`config.mk`:
```
export PLATFORM = sky130hd
export DESIGN_NAME = fsg_ram
export DESIGN_NICKNAME = d
export VERILOG_FILES = /design/src/rtl/fsg_ram.sv
export SDC_FILE = /design/constraint.sdc
export NUM_CORES = 2
export LEC_CHECK = 0
export BUFFER_PORTS_ARGS = -buffer_cell sky130_fd_sc_hd__buf_2
export CAP_MARGIN = 20
export CORE_MARGIN = 1
export CORE_UTILIZATION = 36
export CTS_CLUSTER_SIZE = 8
export DETAILED_ROUTE_END_ITERATION = 12
export REMOVE_ABC_BUFFERS = 1
export SETUP_SLACK_MARGIN = 0.3
export SLEW_MARGIN = 20
export SYNTH_ARGS = -nofsm -noshare
export SYNTH_HDL_FRONTEND = slang
export SYNTH_SLANG_ARGS = --single-unit
export TNS_END_PERCENT = 1
```
`constraint.sdc`:
```
create_clock -name clk -period 4.8 [get_ports clk]
set_clock_uncertainty 0.15 [all_clocks]
set_input_delay 0.48 -clock clk [delete_from_list [all_inputs] [get_ports clk]]
set_output_delay 0.48 -clock clk [all_outputs]
set_load 0.05 [all_outputs]
```
`src/rtl/fsg_ram.sv`:
```
// Generic single port RAM with registered read.
// No dependencies.
module fsg_ram #(
	parameter int WIDTH = 8,
	parameter int DEPTH = 256
) (
	input  logic                     clk,
	input  logic                     we,
	input  logic [$clog2(DEPTH)-1:0] addr,
	input  logic [WIDTH-1:0]         wdata,
	output logic [WIDTH-1:0]         rdata
);
	logic [WIDTH-1:0] mem [DEPTH];
	always_ff @(posedge clk) begin
		if (we) begin
			mem[addr] <= wdata;
		end
		rdata <= mem[addr];
	end
endmodule
```
# --- Yosys cells after proc, flatten, opt, wreduce, memory -nomap -nowiden ---
# Memory sizes are Yosys's and may differ from the RTL's. A register that Yosys moved wholly into a read port is not among the register bits.
# Cells that the tools add are included.
totals:
  ff_bits: 0
  ramBits: 2048
  input_bits: 18
  n_memories: 1
classes:
  muxes: 2
memory_table:
  columns: ["memory", "words", "word_bits", "rd", "rd_clocked_by_memory_dff", "write_ports", "line_no", "source"]
  rows:
  - ["mem", 256, 8, 1, 1, 1, "13", "logic [WIDTH-1:0] mem [DEPTH];"]
ops:
  columns: ["cell", "count"]
  rows:
  - ["2-to-1 mux 1 bit", 2]

# --- Logic depth before layout (Yosys ltp) ---
depth:
  ltp_word: 2
  mapped_depth: 10
  mapped_depth_nobuf: 5

# --- Worst setup path before layout ---
# Ideal clock, no wire load.
synth_path:
  path_kind: "input port to flip-flop"
  startpoint: "input addr[1]"
  endpoint: "memory mem[111][0] (enable)"
  setup_time_ps: 370
  t_arrival_ps: 2329
  required_ps: 4280
  path_slack_ps: 1951
  path_stages: 9
  cell_sequence: "buf_2 clkbuf_1 clkbuf_1 nand2_1 buf_2 nor2_1 nand2_1 clkbuf_1 nor2_1"
synth_rtl:
  columns: ["element", "line_no", "source"]
  rows:
  - ["start: declaration", "9", "input logic [$clog2(DEPTH)-1:0] addr,"]
  - ["end: declaration", "13", null]
# No word-level cell before the write port.

==> impl_metrics.py <==
metrics = {
    "clocking": {
        "clock_path_buffers": 4,
        "worst_setup_hold_path_clk_slew_ns": 0.05,
        "clock_sink_count": 2056,
        "ctsHtreeMaxLevel": 5,
        "worst_skew_pair.late_latency_ns": 0.92,
        "cts_tree": "done",
        "cts_inserted_buffers": 307,
        "postCtsSetupBuffers": 0,
        "cts.root.buffer_cell": "sky130_fd_sc_hd__clkbuf_16",
    },
    "die": {
        "core.rowCount": 171,
        "chipHeight_um": 469,
        "top_level_ports": 26,
        "initial_utilization_pct": 36.2,
        "floorplan.die_area_sq_um": 220000,
        "floorplan.core_area_sq_um": 217000,
        "die_width_um": 469,
    },
    "power": {
        "power.share.switching_pct": 20.5,
        "internal_power_consumption_w": 0.0321,
        "ir_drop_mv": 0.450,
        "clock_power_share_pct": 46.4,
        "power.density_cell_area_nw_per_um2": 440,
        "total_switching_power_w": 0.00827,
        "p_leak_nw": 28.2,
        "comb_power_share_pct": 4.4,
        "design_power_total_w": 0.0404,
        "seqPwrFrac_pct": 49.3,
    },
    "critical_path": {
        "worst-endpoint-required_ns": 5.37,
        "series_of_cell_instances_along_the_critical_path": "buf_8 -> buf_12 -> buf_4 -> mux4_2 -> a22oi_1 -> a21oi_1 -> o41ai_1 -> buf_4 -> nand4_1",
        "critPathMaxStageDelay_ns": 0.88,
        "critPathLaunchType": "input pin",
        "regToRegSetupSlack_ns": 1.78,
        "critPathSlowestCell": "sky130_fd_sc_hd__o41ai_1",
        "critPathTopFamily": "buffers and inverters",
        "path_buf_inv": 4,
        "cp_common_cell": "sky130_fd_sc_hd__buf_4",
        "end_kind": "flop",
        "worst_path_class_setup": "input pin to flop",
        "critical_path_peak_fanout": 44,
        "cp.arrival_ns": 3.87,
    },
    "yosys": {
        "synth-seq-area-share_pct": 78.6,
        "syn_area_sq_um": 78500,
        "post_synth_num_cell_types": 22,
        "synth-seq-cells": 2056,
        "synthCells": 3547,
        "syn_avg_cell_area_sq_um": 22.1,
        "synthesis.yosys.warnings": 0,
    },
    "route": {
        "drcViolationCount": 0,
        "route.vias.total": 38700,
        "routed_via_density": 5.67,
        "postRouteAntennaNets": 0,
        "firstDrtPassIters": 5,
        "detailedRoute.firstIterationViolations": 4405,
        "wirelength_um": 200000,
        "avgRoutedWirePerCell_um": 29.3,
    },
    "placement": {
        "place.gp.congestion": 0.810,
        "detailedPlacementHpwl_um": 117000,
        "placed_area_sq_um": 83500,
        "place.port_buffers": 25,
        "place_worst_setup_slack_ns": 0.425,
    },
    "grt": {
        "number_of_global_route_vias_before_repair": 39300,
        "maximum_number_of_pins_on_one_net_before_global_route_repair": 136,
        "globalRouteTotalUtil_pct": 18.3,
        "grt_overflow": 0,
        "wire_length_of_the_first_global_routing_pass_um": 290000,
        "grt_antenna_before_repair": 9,
    },
    "timing": {
        "min_period_over_period_pct": 68.8,
        "rsz0062_at_grt": "false",
        "worst_pin_slew_ns": 1.11,
        "worst_setup_slack_final_ns": 1.50,
        "slew_headroom_pct": 26.0,
        "period_minus_slack_ns": 3.30,
        "drv_slew": 0,
        "timing.fmax_mhz": 303,
        "setup-violations-final": 0,
        "timing_hold_violations_final": 1,
        "fin_hold_ws_ns": -0.0270,
    },
    "finish": {
        "layout.nets": 3917,
        "filler_cell_count": 18500,
        "sequential_cell_area_sq_um": 61700,
        "drive_above_1_share_pct": 28.4,
        "syn_to_final_growth_pct": 16.9,
        "footprint_of_the_multi_input_gates_sq_um": 15900,
        "layout.core_utilization_pct": 42.3,
        "layout.cell_area.non_filler_sq_um": 91800,
    },
    "run_status": {
        "failing_checks": "negative hold slack",
        "run_status": "complete, but fails checks",
    },
    "flow_run": {
        "max-cap-violations": 0,
    },
    "min_path": {
        "holdCritPathClass": "input pin to flop",
    },
}
## layer usage
| metal | share of wire, % | global-route usage (%) | vias to the layer above |
|---|---|---|---|
| met1 | 42 | 25.7 | 20800 |
| li1 | - | - | 15700 |
| met4 | 3.0 | 6.26 | 4 |
| met3 | 8.1 | 3.85 | 334 |
| met2 | 47 | 28.3 | 1808 |
| met5 | 0.0070 | 0 | - |
## registers in the layout, indices dropped and copies added (netlist names)
name and flops:
mem 2048, rdata 8
## worst paths after layout
kind,depth (start not counted),start,endpoint
worst max-delay path,9,addr[0],rdata[0]
worst min-delay path,1,wdata[7],mem[236][7]
worst max register to register,6,mem[191][0],rdata[0]
worst min register to register,5,mem[218][5],rdata[5]
## logic make-up (layout without fill, tap and decap cells)
kind of cell           Yosys count  count (layout)  share of synthesized area, %
and+or+nand+nor                330             330                          1.73
DFF                           2056            2056                          78.6
AOI/OAI and AO/OA              416             416                          3.62
other                            0               5                             0
buffers and inverters          233             647                          1.40
muxes                          512             512                          14.7
## stage by stage
step / setup TNS, ns / cells
after floorplan: -2989.01 / 3315
after global placement: 0 / 6433
after detailed placement: 0 / 6437
after CTS: 0 / 6815
after global routing: 0 / 6816
final: 0 / 6820
## layout by cell type (no fill, tap or decap), drive strengths merged, types with 28 or more instances in the layout
master / Yosys / layout
edfxtp: 2048 / 2048
mux4: 512 / 512
clkbuf: 145 / 367
buf: 87 / 268
a22oi: 256 / 256
nor2: 232 / 232
a21oi: 128 / 128
o41ai: 32 / 32
nor3: 30 / 30
nand2: 28 / 28
## synth_stat cells
master                     count  share of area, %
sky130_fd_sc_hd__clkbuf_1    145              0.69
sky130_fd_sc_hd__o41ai_1      32              0.36
sky130_fd_sc_hd__and2_1        3             0.024
sky130_fd_sc_hd__a22oi_1     256               2.4
sky130_fd_sc_hd__or3_1         1            0.0080
sky130_fd_sc_hd__buf_1        19             0.091
sky130_fd_sc_hd__nand3_1      13             0.083
sky130_fd_sc_hd__edfxtp_1   2048                78
sky130_fd_sc_hd__nor2b_1       7             0.056
sky130_fd_sc_hd__nor2_1      232               1.1
sky130_fd_sc_hd__dfxtp_1       8              0.20
sky130_fd_sc_hd__a21oi_1     128              0.82
sky130_fd_sc_hd__nand2_1      28              0.13
sky130_fd_sc_hd__nor3_1       30              0.19
sky130_fd_sc_hd__buf_4        16              0.15
sky130_fd_sc_hd__inv_1         1            0.0048
sky130_fd_sc_hd__buf_2        36              0.23
sky130_fd_sc_hd__or2_2         2             0.016
sky130_fd_sc_hd__buf_6        16              0.23
sky130_fd_sc_hd__mux4_2      512                15
sky130_fd_sc_hd__nand2b_1      6             0.048
sky130_fd_sc_hd__nand4_1       8             0.064
## cell type report
cell class	instances	share of cell area [%]
Multi-Input combinational cell	1258	17.3
Inverter	1	0.00409
Timing Repair Buffer	275	2.71
Antenna cell	5	0.0136
Sequential cell	2056	67.2
Clock buffer	367	8.85
Tap cell	2854	3.89
Clock inverter	4	0.0327
## what timing repair did
item,in CTS,in global routing
hold buffers,7,0
hold endpoints to repair,218,0
resized for setup,0,0
## power by group through the flow
stage | clock network (W) | registers (W) | logic, W
6_report | 0.0187 | 0.0199 | 0.00176
3_5_place_dp | 0 | 0.0202 | 0.00177
3_3_place_gp | 0 | 0.0202 | 0.00175
5_1_grt | 0.0197 | 0.0199 | 0.00185
4_1_cts | 0.0190 | 0.0199 | 0.00178
2_1_floorplan | 0 | 0.0202 | 0.000682
(Power assumes the default switching activity.)
